==> src/hw/rtl/dglcd_pkg.sv <==
`timescale 1ns / 1ps
// ----------------------------------------------------------------------------
// dglcd_pkg
// Shared types, codes and constants of the two-half graphic LCD controller.
// ----------------------------------------------------------------------------
package dglcd_pkg;

    localparam int DEF_COLUMNS = 64;
    localparam int DEF_PAGES   = 8;
    localparam int DEF_HALVES  = 2;

    // Bus access modes.
    typedef enum logic [1:0] {
        MODE_INS_WR    = 2'd0,
        MODE_DATA_WR   = 2'd1,
        MODE_STATUS_RD = 2'd2,
        MODE_DATA_RD   = 2'd3
    } t_mode;

    // Instruction decode.
    typedef enum logic [2:0] {
        INS_NONE,
        INS_DISPLAY,
        INS_COLUMN,
        INS_PAGE,
        INS_START
    } t_ins;

    localparam logic [7:0] INS_DISP_MASK = 8'hFE;
    localparam logic [7:0] INS_DISP_CODE = 8'h3E;
    localparam logic [7:0] INS_COL_MASK  = 8'hC0;
    localparam logic [7:0] INS_COL_CODE  = 8'h40;
    localparam logic [7:0] INS_PAGE_MASK = 8'hF8;
    localparam logic [7:0] INS_PAGE_CODE = 8'hB8;
    localparam logic [7:0] INS_LINE_MASK = 8'hC0;
    localparam logic [7:0] INS_LINE_CODE = 8'hC0;
    localparam logic [7:0] ARG6_MASK     = 8'h3F;
    localparam logic [7:0] ARG3_MASK     = 8'h07;

    // Status byte bits. Busy and reset always read as zero.
    localparam logic [7:0] STAT_BUSY  = 8'h80;
    localparam logic [7:0] STAT_OFF   = 8'h20;
    localparam logic [7:0] STAT_RESET = 8'h10;

    // Controller sequencer states.
    typedef enum logic {
        S_IDLE,
        S_FILL
    } t_state;

    // Display RAM strobes.
    typedef struct packed {
        logic we;
        logic re;
    } t_ram_ctl;

    typedef logic [5:0] t_mod_tab [64];

    // Residue table built at elaboration by a wrapping counter.
    function automatic t_mod_tab mod_table(input int m);
        t_mod_tab   tab;
        logic [5:0] cnt;
        cnt = 6'd0;
        for (int i = 0; i < 64; i++) begin
            tab[i] = cnt;
            cnt    = (32'(cnt) + 1 == m) ? 6'd0 : cnt + 6'd1;
        end
        return tab;
    endfunction

    function automatic t_ins decode_ins(input logic [7:0] b);
        priority if ((b & INS_DISP_MASK) == INS_DISP_CODE) return INS_DISPLAY;
        else if ((b & INS_COL_MASK) == INS_COL_CODE)       return INS_COLUMN;
        else if ((b & INS_PAGE_MASK) == INS_PAGE_CODE)     return INS_PAGE;
        else if ((b & INS_LINE_MASK) == INS_LINE_CODE)     return INS_START;
        else                                               return INS_NONE;
    endfunction

endpackage

==> src/hw/rtl/dglcd_if.sv <==
`timescale 1ns / 1ps
// ----------------------------------------------------------------------------
// dglcd_if
// Bus access channel and read response channel of the LCD controller.
// ----------------------------------------------------------------------------
interface dglcd_cmd_if;
    logic       valid;
    logic       ready;
    logic [1:0] mode;
    logic       chip;
    logic [7:0] bus_byte;

    modport source (output valid, output mode, output chip, output bus_byte, input ready);
    modport sink   (input valid, input mode, input chip, input bus_byte, output ready);
endinterface

interface dglcd_rsp_if;
    logic       valid;
    logic       ready;
    logic [7:0] read_byte;

    modport source (output valid, output read_byte, input ready);
    modport sink   (input valid, input read_byte, output ready);
endinterface

==> src/hw/rtl/dglcd_ctrl.sv <==
`timescale 1ns / 1ps
// ----------------------------------------------------------------------------
// dglcd_ctrl
// Per-half register file, instruction decode, read latch and result register.
// ----------------------------------------------------------------------------
module dglcd_ctrl
    import dglcd_pkg::*;
#(
    parameter int COLUMNS = DEF_COLUMNS,
    parameter int PAGES   = DEF_PAGES,
    parameter int HALVES  = DEF_HALVES,
    parameter int ADDR_W  = $clog2(HALVES * PAGES * COLUMNS)
) (
    input  logic              i_clk,
    input  logic              i_rst_n,
    dglcd_cmd_if.sink         i_cmd,
    dglcd_rsp_if.source       o_rsp,
    output t_ram_ctl          o_ram_ctl,
    output logic [ADDR_W-1:0] o_ram_addr,
    output logic [7:0]        o_ram_wdata,
    input  logic [7:0]        i_ram_rdata
);

    localparam int COL_W  = $clog2(COLUMNS);
    localparam int PAGE_W = (PAGES > 1) ? $clog2(PAGES) : 1;
    localparam t_mod_tab COL_MOD  = mod_table(COLUMNS);
    localparam t_mod_tab PAGE_MOD = mod_table(PAGES);

    t_state             r_state, n_state;
    logic [PAGE_W-1:0]  r_page  [HALVES];
    logic [PAGE_W-1:0]  n_page  [HALVES];
    logic [COL_W-1:0]   r_col   [HALVES];
    logic [COL_W-1:0]   n_col   [HALVES];
    logic [5:0]         r_line  [HALVES];
    logic [5:0]         n_line  [HALVES];
    logic               r_en    [HALVES];
    logic               n_en    [HALVES];
    logic [7:0]         r_latch [HALVES];
    logic [7:0]         n_latch [HALVES];
    logic               r_dummy [HALVES];
    logic               n_dummy [HALVES];
    logic               r_fill_half, n_fill_half;
    logic               r_out_valid, n_out_valid;
    logic [7:0]         r_out_byte, n_out_byte;

    logic               acc;
    logic               present;
    t_mode              mode;
    t_ins               ins;
    logic [COL_W-1:0]   cur_col;
    logic [COL_W-1:0]   step_col;
    logic [COL_W-1:0]   rd_col;

    function automatic logic [COL_W-1:0] col_inc(input logic [COL_W-1:0] c);
        return (32'(c) + 1 == COLUMNS) ? '0 : c + 1'b1;
    endfunction

    function automatic logic [ADDR_W-1:0] ram_addr(input logic h,
                                                  input logic [PAGE_W-1:0] p,
                                                  input logic [COL_W-1:0] c);
        return ADDR_W'((32'(h) * PAGES + 32'(p)) * COLUMNS + 32'(c));
    endfunction

    assign mode     = t_mode'(i_cmd.mode);
    assign ins      = decode_ins(i_cmd.bus_byte);
    assign present  = (HALVES > 1) || !i_cmd.chip;
    assign cur_col  = r_col[i_cmd.chip];
    assign step_col = col_inc(cur_col);
    assign rd_col   = r_dummy[i_cmd.chip] ? cur_col : step_col;

    assign i_cmd.ready = (r_state == S_IDLE) && (!r_out_valid || o_rsp.ready);
    assign acc         = i_cmd.valid && i_cmd.ready;

    always_comb begin
        n_state     = r_state;
        n_page      = r_page;
        n_col       = r_col;
        n_line      = r_line;
        n_en        = r_en;
        n_latch     = r_latch;
        n_dummy     = r_dummy;
        n_fill_half = r_fill_half;
        n_out_valid = r_out_valid && !o_rsp.ready;
        n_out_byte  = r_out_byte;
        o_ram_ctl   = '0;
        o_ram_addr  = ram_addr(i_cmd.chip, r_page[i_cmd.chip], cur_col);
        o_ram_wdata = i_cmd.bus_byte;

        unique case (r_state)
            S_IDLE: begin
                if (acc) begin
                    unique case (mode)
                        MODE_INS_WR: begin
                            if (present) begin
                                unique case (ins)
                                    INS_DISPLAY: n_en[i_cmd.chip] = i_cmd.bus_byte[0];
                                    INS_COLUMN: begin
                                        n_col[i_cmd.chip] =
                                            COL_W'(COL_MOD[i_cmd.bus_byte[5:0]]);
                                        n_dummy[i_cmd.chip] = 1'b1;
                                    end
                                    INS_PAGE: begin
                                        n_page[i_cmd.chip] =
                                            PAGE_W'(PAGE_MOD[6'(i_cmd.bus_byte & ARG3_MASK)]);
                                        n_dummy[i_cmd.chip] = 1'b1;
                                    end
                                    INS_START: n_line[i_cmd.chip] =
                                        6'(i_cmd.bus_byte & ARG6_MASK);
                                    default: ;
                                endcase
                            end
                        end
                        MODE_DATA_WR: begin
                            if (present) begin
                                o_ram_ctl.we      = 1'b1;
                                n_col[i_cmd.chip] = step_col;
                            end
                        end
                        MODE_STATUS_RD: begin
                            n_out_valid = 1'b1;
                            n_out_byte  = (present && !r_en[i_cmd.chip]) ? STAT_OFF : 8'h00;
                            n_out_byte  = n_out_byte & ~(STAT_BUSY | STAT_RESET);
                        end
                        MODE_DATA_RD: begin
                            n_out_valid = 1'b1;
                            if (present) begin
                                n_out_byte          = r_latch[i_cmd.chip];
                                n_dummy[i_cmd.chip] = 1'b0;
                                n_col[i_cmd.chip]   = rd_col;
                                o_ram_ctl.re        = 1'b1;
                                o_ram_addr  = ram_addr(i_cmd.chip, r_page[i_cmd.chip], rd_col);
                                n_fill_half = i_cmd.chip;
                                n_state     = S_FILL;
                            end else begin
                                n_out_byte = 8'h00;
                            end
                        end
                        default: ;
                    endcase
                end
            end
            S_FILL: begin
                n_latch[r_fill_half] = i_ram_rdata;
                n_state              = S_IDLE;
            end
            default: n_state = S_IDLE;
        endcase
    end

    always_ff @(posedge i_clk) begin
        if (!i_rst_n) begin
            r_state     <= S_IDLE;
            r_page      <= '{default: '0};
            r_col       <= '{default: '0};
            r_line      <= '{default: '0};
            r_en        <= '{default: 1'b0};
            r_latch     <= '{default: '0};
            r_dummy     <= '{default: 1'b1};
            r_out_valid <= 1'b0;
        end else begin
            r_state     <= n_state;
            r_page      <= n_page;
            r_col       <= n_col;
            r_line      <= n_line;
            r_en        <= n_en;
            r_latch     <= n_latch;
            r_dummy     <= n_dummy;
            r_out_valid <= n_out_valid;
        end
    end

    always_ff @(posedge i_clk) begin
        r_fill_half <= n_fill_half;
        r_out_byte  <= n_out_byte;
    end

    assign o_rsp.valid     = r_out_valid;
    assign o_rsp.read_byte = r_out_byte;

    // A data read on a present half is always followed by the latch refill state.
    a_read_fills: assert property (@(posedge i_clk) disable iff (!i_rst_n)
        (acc && mode == MODE_DATA_RD && present) |=> (r_state == S_FILL))
        else $error("data read did not enter latch refill");

    // No new access is taken while the latch refill is outstanding.
    a_fill_blocks: assert property (@(posedge i_clk) disable iff (!i_rst_n)
        (r_state == S_FILL) |-> !acc)
        else $error("access accepted during latch refill");

    // Every read produces a result word on the next cycle.
    a_read_result: assert property (@(posedge i_clk) disable iff (!i_rst_n)
        (acc && i_cmd.mode[1]) |=> r_out_valid)
        else $error("read produced no result word");

    // Writes never produce a result word.
    a_write_silent: assert property (@(posedge i_clk) disable iff (!i_rst_n)
        (acc && !i_cmd.mode[1]) |=> !r_out_valid)
        else $error("write produced a result word");

endmodule

==> src/flat_wrapper.sv <==
// flat-port wrapper written by rule: the top's interface ports become plain ports
module dglcd_ctrl_flat import dglcd_pkg::*;
#(
    parameter int COLUMNS = DEF_COLUMNS,
    parameter int PAGES   = DEF_PAGES,
    parameter int HALVES  = DEF_HALVES,
    parameter int ADDR_W  = $clog2(HALVES * PAGES * COLUMNS)
)
  (i_clk, i_rst_n, o_ram_ctl, o_ram_addr, o_ram_wdata, i_ram_rdata, i_cmd_valid, i_cmd_mode, i_cmd_chip, i_cmd_bus_byte, i_cmd_ready, o_rsp_valid, o_rsp_read_byte, o_rsp_ready);
  dglcd_cmd_if i_cmd_i ();
  dglcd_rsp_if o_rsp_i ();
  input  logic i_clk;
  input  logic i_rst_n;
  output t_ram_ctl o_ram_ctl;
  output logic [ADDR_W-1:0] o_ram_addr;
  output logic [7:0] o_ram_wdata;
  input  logic [7:0] i_ram_rdata;
  input wire logic [$bits(i_cmd_i.valid)-1:0] i_cmd_valid;
  input wire logic [$bits(i_cmd_i.mode)-1:0] i_cmd_mode;
  input wire logic [$bits(i_cmd_i.chip)-1:0] i_cmd_chip;
  input wire logic [$bits(i_cmd_i.bus_byte)-1:0] i_cmd_bus_byte;
  output wire logic [$bits(i_cmd_i.ready)-1:0] i_cmd_ready;
  output wire logic [$bits(o_rsp_i.valid)-1:0] o_rsp_valid;
  output wire logic [$bits(o_rsp_i.read_byte)-1:0] o_rsp_read_byte;
  input wire logic [$bits(o_rsp_i.ready)-1:0] o_rsp_ready;
  assign i_cmd_i.valid = i_cmd_valid;
  assign i_cmd_i.mode = i_cmd_mode;
  assign i_cmd_i.chip = i_cmd_chip;
  assign i_cmd_i.bus_byte = i_cmd_bus_byte;
  assign i_cmd_ready = i_cmd_i.ready;
  assign o_rsp_valid = o_rsp_i.valid;
  assign o_rsp_read_byte = o_rsp_i.read_byte;
  assign o_rsp_i.ready = o_rsp_ready;
  dglcd_ctrl #(.COLUMNS(COLUMNS), .PAGES(PAGES), .HALVES(HALVES), .ADDR_W(ADDR_W)) u_core (.i_clk(i_clk), .i_rst_n(i_rst_n), .i_cmd(i_cmd_i), .o_rsp(o_rsp_i), .o_ram_ctl(o_ram_ctl), .o_ram_addr(o_ram_addr), .o_ram_wdata(o_ram_wdata), .i_ram_rdata(i_ram_rdata));
endmodule
==> config.mk <==
export PLATFORM = sky130hd
export DESIGN_NAME = dglcd_ctrl_flat
export DESIGN_NICKNAME = d
export VERILOG_FILES = /design/src/hw/rtl/dglcd_pkg.sv /design/src/hw/rtl/dglcd_if.sv /design/src/hw/rtl/dglcd_ctrl.sv /design/src/flat_wrapper.sv
export SDC_FILE = /design/constraint.sdc
export NUM_CORES = 1
export LEC_CHECK = 0
export ABC_AREA = 0
export BUFFER_PORTS_ARGS = -buffer_cell sky130_fd_sc_hd__clkbuf_2
export CAP_MARGIN = 20
export CORE_ASPECT_RATIO = 0.7
export CORE_MARGIN = 8
export CORE_UTILIZATION = 35
export CTS_CLUSTER_DIAMETER = 40
export DETAILED_ROUTE_END_ITERATION = 10
export SYNTH_ARGS = -nofsm -noshare
export SYNTH_HDL_FRONTEND = slang
export SYNTH_SLANG_ARGS = --single-unit
==> constraint.sdc <==
create_clock -name i_clk -period 7.3 [get_ports i_clk]
set_clock_uncertainty 0.15 [all_clocks]
set_input_delay 1.46 -clock i_clk [delete_from_list [all_inputs] [get_ports i_clk]]
set_output_delay 1.46 -clock i_clk [all_outputs]
set_load 0.03 [all_outputs]
## Word-level counts from Yosys, hierarchy flattened

Memories as Yosys holds them, arrays and structs flattened.
Cells that the tools add are included.

| storage, ports and cells | value |
|---|---|
| register bits after elaboration | 49 |
| bits in latches | 0 |
| RAM bits | 0 |
| ROM bits | 768 |
| input bits | 23 |
| output and inout bits | 30 |
| logic and storage cells | 125 |
| memories kept | 2 |

| operators by class | value |
|---|---|
| $add $sub $neg | 5 |
| $mul | 0 |
| div/mod/pow operators | 0 |
| order comparisons | 6 |
| equal/unequal tests | 13 |
| shifts and indexed selects | 0 |
| mux-type cells | 57 |
| bitwise operators | 8 |
| reduce and logical (&&, ||, !) cells | 20 |

Memory list:

| name | depth | width | read ports | clocked after Yosys merged registers in | wr ports | RTL line | RTL |
|---|---|---|---|---|---|---|---|
| (name not given) | 64 | 6 | 1 | 0 | 0 | dglcd_ctrl.sv:99 | `COL_W'(COL_MOD[i_cmd.bus_byte[5:0]]);` |
| (name not given) | 64 | 6 | 1 | 0 | 0 | dglcd_ctrl.sv:104 | `PAGE_W'(PAGE_MOD[6'(i_cmd.bus_byte & ARG3_MASK)]);` |

Operator list:

| cell | count |
|---|---|
| two-way mux 6 bit | 9 |
| bitwise mux 12 bit | 3 |
| one-hot mux 12 bit (3 select lines) | 1 |
| equality test 32 x 7 -> 1 bit (second input constant) | 1 |
| two-way mux 8 bit | 4 |
| two-way mux 10 bit | 3 |
| two-way mux 3 bit | 10 |
| adder 10 x 6 -> 10 bit | 2 |
| bitwise mux 16 bit | 1 |
| one-hot mux 8 bit (2 select lines) | 1 |
| AND reduction 4 bit | 4 |
| >= comparator 7 bit (second input constant) | 2 |
| two-way mux 1 bit | 13 |
| two-way mux 12 bit | 1 |
| demux 8 bit (select 1 bit) | 1 |
| adder 6 x 1 -> 7 bit (second input constant) | 1 |
| equality test 7 x 5 -> 1 bit (second input constant) | 1 |
| NOT 3 -> 7 bit | 1 |
| NOT 6 -> 7 bit | 1 |
| adder 6 x 1 -> 6 bit (second input constant) | 1 |
| bitwise mux 6 bit | 1 |
| demux 6 bit (select 1 bit) | 1 |
| equality test 2 bit (second input constant) | 3 |
| equality test 3 x 2 -> 1 bit (second input constant) | 2 |
| other kinds (27) | 41 |

## Longest topological paths before layout

| depth | value |
|---|---|
| depth in word-level cells | 12 |
| mapped depth | 9 |
| gate-level depth less buffers | 7 |

## Worst setup path before layout

Ideal clock, no wire load.

| timing path | value |
|---|---|
| path type | input to output |
| from | in i_cmd_chip |
| to | out o_ram_addr[1] |
| arrival time | 3,253 ps |
| data required time | 5,690 ps |
| slack | 2,437 ps |
| cell stages on the path | 9 |
| path buffers | 2 |
| cell sequence | buf_2 -> buf_2 -> mux2_2 -> ha_1 -> nand4_1 -> nand2_1 -> nand3_1 -> nand2_1 -> a21oi_1 |

| between the ends | value |
|---|---|
| cells in the longest elaborated chain, start to end | 12 |
| elaborated cells between the ends (all ways) | 17 |
| classes of those cells | 4 x add/sub; 1 x eq/ne; 11 x mux; 1 x bitwise |

Ends and longest elaborated chain:

| item | RTL line | RTL |
|---|---|---|
| from (decl) | flat_wrapper.sv:20 | `input wire logic [$bits(i_cmd_i.chip)-1:0] i_cmd_chip;` |
| NOT 1 -> 2 bit (implied by the code) (*) | dglcd_ctrl.sv:67, dglcd_ctrl.sv:69 |  |
| two-way mux 6 bit (implied by the code) (3 in a row) | dglcd_ctrl.sv:67 | `assign cur_col = r_col[i_cmd.chip];` |
| adder 6 x 1 -> 7 bit | dglcd_ctrl.sv:55 | `return (32'(c) + 1 == COLUMNS) ? '0 : c + 1'b1;` |
| equality test 32 x 7 -> 1 bit | dglcd_ctrl.sv:55 |  |
| two-way mux 6 bit | dglcd_ctrl.sv:55 |  |
| two-way mux 6 bit | dglcd_ctrl.sv:69 | `assign rd_col = r_dummy[i_cmd.chip] ? cur_col : step_col;` |
| adder 10 x 6 -> 10 bit | dglcd_ctrl.sv:61 | `return ADDR_W'((32'(h) * PAGES + 32'(p)) * COLUMNS + 32'(c));` |
| two-way mux 10 bit | dglcd_ctrl.sv:92 | `unique case (mode)` |
| two-way mux 10 bit | dglcd_ctrl.sv:91 | `if (acc) begin` |
| two-way mux 10 bit (*) | dglcd_ctrl.sv:89 | `unique case (r_state)` |
| to (decl) | flat_wrapper.sv:15 | `output logic [ADDR_W-1:0] o_ram_addr;` |

Mark *: on every way between the ends. The rest lies on a longest branch, timed or not. The select of a mux whose other input is x is not followed.

## Worst setup path in the final report

| timing path | value |
|---|---|
| from | in i_cmd_chip |
| to | out o_ram_addr[5] |

Same word-level chain as after synthesis.

==> out/metrics.yaml <==
final_nets: 365
antenna_cells: 0
drc_errors: 0
fillCellCount: 743
wire_per_inst_um: 15.6
worst_pin_slew_ps: 975
grt_antenna_before_repair: 0
slew-limit-headroom_pct: 34.9
stdcell_count: 440
h-tree-depth: 2
die_w_um: 119
cpPeakStageDelay_ps: 610
finalMaxSlewViolations: 0
place_inst: 432
syn-instance-count: 308
viasPerCell: 5.23
cp.depth: 7
yosysWarnings: 0
synthArstFlopShare_pct: 0
fp.coreArea_mm2: 0.00725
required_ps: 5690
maxCapViolations: 0
cts_sinks: 49
start_kind: "input pin"
grt_pass1_vias: 2251
grtUsageTotal_pct: 13.5
max_freq_mhz: 192
final.period_utilization_pct: 71.3
r2r-end: "u_core.r_col[11]"
dp_hpwl_um: 5160
wl_um: 6880
clk_pin_slew_ps: 90
clock_path_buffers: 2
cp.arrival_ps: 3590
grt_overflow: 0
powerDensity_mw_per_mm2: 191
grt_setup_unrepaired: "no"
synth_flop_cell: "dfxtp_1"
whs_ps: 310
finalCriticalPeriod_ps: 5200
placed_area_mm2: 0.00284
reg2reg_slack_ps: 5220
setup_violations: 0
fin_area_mm2: 0.00296
dieArea_mm2: 0.0105
slowest_stage: "nor3_1"
worst_path_most_repeated_cell: "clkbuf_2"
syn_to_final_growth_pct: 14.0
seq_area_frac_synth_pct: 41.3
final_layout_size_suffix_gt1_share_pct: 19.9
firstDrtPassIters: 4
start_util_pct: 35.7
post_cts_buffers: 0
grt_pass1_wl_um: 11400
grt_max_degree: 42
syn-cell-area_mm2: 0.00259
portBuffers: 52
synth.avg_cell_area_um2: 8.42
root_buffer: "clkbuf_8"
clk_latency_ps: 300
crit_fanout: 41
fp.dieH_um: 88.0
path_cells: "clkbuf_2, buf_4, mux2_4, nor3_1, nand2_1, xor2_1, clkbuf_2"
finalHoldViolations: 0
cp_top_family: "simple AND/OR/NAND/NOR gates"
synth.net_count: 332
synth_cell_types: 47
synth_edf_count: 9
drt_iter0_drc: 153
timing.critical_path.buf_inv: 3
setup-tns-final_ps: 0
drt.antenna.violating_nets: 0
path_class: "in -> out"
cts-resized-gates: 0
ctsHoldBuffers: 0
ys_seq_elements: 49
startpoint: "i_cmd_chip"
vias: 2301
cp-end-kind: "output port"
power_leakage_nw: 1.19
cts_buffers: 5
min_path_type: "reg -> reg"
num_io_pins: 53
status: "completed"
r2r_cells: 5
crit_path_end: "o_ram_addr[5]"
ir_worst_vdd_mv: 0.0814
rows: 26
r2r-start: "u_core.r_col[2]"
cts_tree: "yes"
gp_congestion: 0.868
## layer usage
| layer | GRT usage (%) | up-vias | wire (µm) |
|---|---|---|---|
| li1 | - | 1150 | - |
| met1 | 18.4 | 1079 | 3380 |
| met2 | 19.7 | 68 | 3010 |
| met3 | 4.44 | 4 | 450 |
| met4 | 3.66 | 0 | 43 |
| met5 | 0 | - | 0 |
## worst register-to-register path, stage by stage (launching register included)
cell and delay (ps):
dfxtp_1 460, nand4_1 230, a222oi_1 630, xnor2_1 190, nor2_1 50, a211o_1 260
## layout by cell type, fill, tap and decap left out, types with 2 or more instances in the layout
cell type  Yosys  final
clkbuf_2       0     52
nand2_1       48     48
dfxtp_1       40     40
a21oi_1       29     29
nor2_1        26     26
mux2i_1       21     21
o21ai_0       14     14
nand3_1       13     13
edfxtp_1       9      9
nand4_1        7      7
xor2_1         6      6
o211ai_1       6      6
xnor2_1        6      6
mux2_2         5      5
inv_1          5      5
clkbuf_8       0      5
nor2b_1        4      4
nand2b_1       4      4
nor3_1         4      4
nor4_1         4      4
nand4b_1       2      2
a22oi_1        2      2
and3_1         2      2
a221oi_1       2      2
o22ai_1        2      2
## worst min path at each step
stage | start | end | slack (ps) | depth (start not counted)
floorplan | u_core.r_latch[13] | u_core.r_latch[13] | 280 | 2
global placement | u_core.r_latch[8] | u_core.r_latch[8] | 290 | 2
detailed placement | u_core.r_latch[2] | u_core.r_latch[2] | 300 | 2
CTS | u_core.r_latch[2] | u_core.r_latch[2] | 310 | 2
global route | u_core.r_latch[0] | u_core.r_latch[0] | 340 | 2
finish | u_core.r_latch[2] | u_core.r_latch[2] | 310 | 2
## state kept, by name (all words and copies together) (netlist names), named ones only
register,flops
u_core.r_latch,16
u_core.r_col,12
u_core.o_rsp.read_byte,8
u_core.r_page,6
u_core.r_en,2
u_core.o_rsp.valid,1
u_core.r_fill_half,1
u_core.r_state,1
## layout make-up
type	instances	area [µm²]	share of cell area (%)
well taps	98	123	4.15
flip-flops and latches	49	1070	36.2
multi-input cells	226	1360	45.9
repair buffers	53	268	9.06
clock inverters	3	46.3	1.57
clock buffers	5	68.8	2.33
inverters	6	22.5	0.762
## Yosys cell counts (2+ instances only)
| cell | n | area [µm²] |
|---|---|---|
| a21oi_1 | 29 | 145 |
| a221oi_1 | 2 | 17.5 |
| a22oi_1 | 2 | 15.0 |
| and3_1 | 2 | 12.5 |
| buf_1 | 3 | 11.3 |
| buf_2 | 6 | 30.0 |
| buf_4 | 9 | 67.6 |
| clkbuf_1 | 9 | 33.8 |
| dfxtp_1 | 40 | 801 |
| edfxtp_1 | 9 | 270 |
| inv_1 | 5 | 18.8 |
| mux2_2 | 5 | 56.3 |
| mux2i_1 | 21 | 210 |
| nand2_1 | 48 | 180 |
| nand2b_1 | 4 | 25.0 |
| nand3_1 | 13 | 65.1 |
| nand4_1 | 7 | 43.8 |
| nand4b_1 | 2 | 17.5 |
| nor2_1 | 26 | 97.6 |
| nor2b_1 | 4 | 25.0 |
| nor3_1 | 4 | 20.0 |
| nor4_1 | 4 | 25.0 |
| o211ai_1 | 6 | 45.0 |
| o21ai_0 | 14 | 70.1 |
| o22ai_1 | 2 | 12.5 |
| xnor2_1 | 6 | 52.6 |
| xor2_1 | 6 | 52.6 |
## cell families after synthesis
logic type,count (synthesis),synth area share (%)
AND/OR/NAND/NOR,120,21.5
adder cells (fa/ha/maj),1,0.483
AO/OA/AOI/OAI,66,15.4
flip-flops,49,41.3
buffers and inverters,33,6.37
XOR/XNOR,12,4.05
multiplexers,27,10.9
## per-stage QoR
step           utilization (%)  setup slack, ps  total power, mW
5_1_grt                   40.7             1880            0.589
4_1_cts                   40.7             2080            0.570
3_3_place_gp              39.2             2110            0.373
2_1_floorplan                -             2440            0.350
6_report                  40.7             2100            0.565
3_5_place_dp              39.2             2080            0.373
## power breakdown
part / internal (mW) / switching, mW / total [mW]
sequential: 0.282 / 0.00637 / 0.288
clock: 0.103 / 0.0956 / 0.198
combinational: 0.0245 / 0.0546 / 0.0791
No activity file was read; power rests on OpenSTA's default activity.
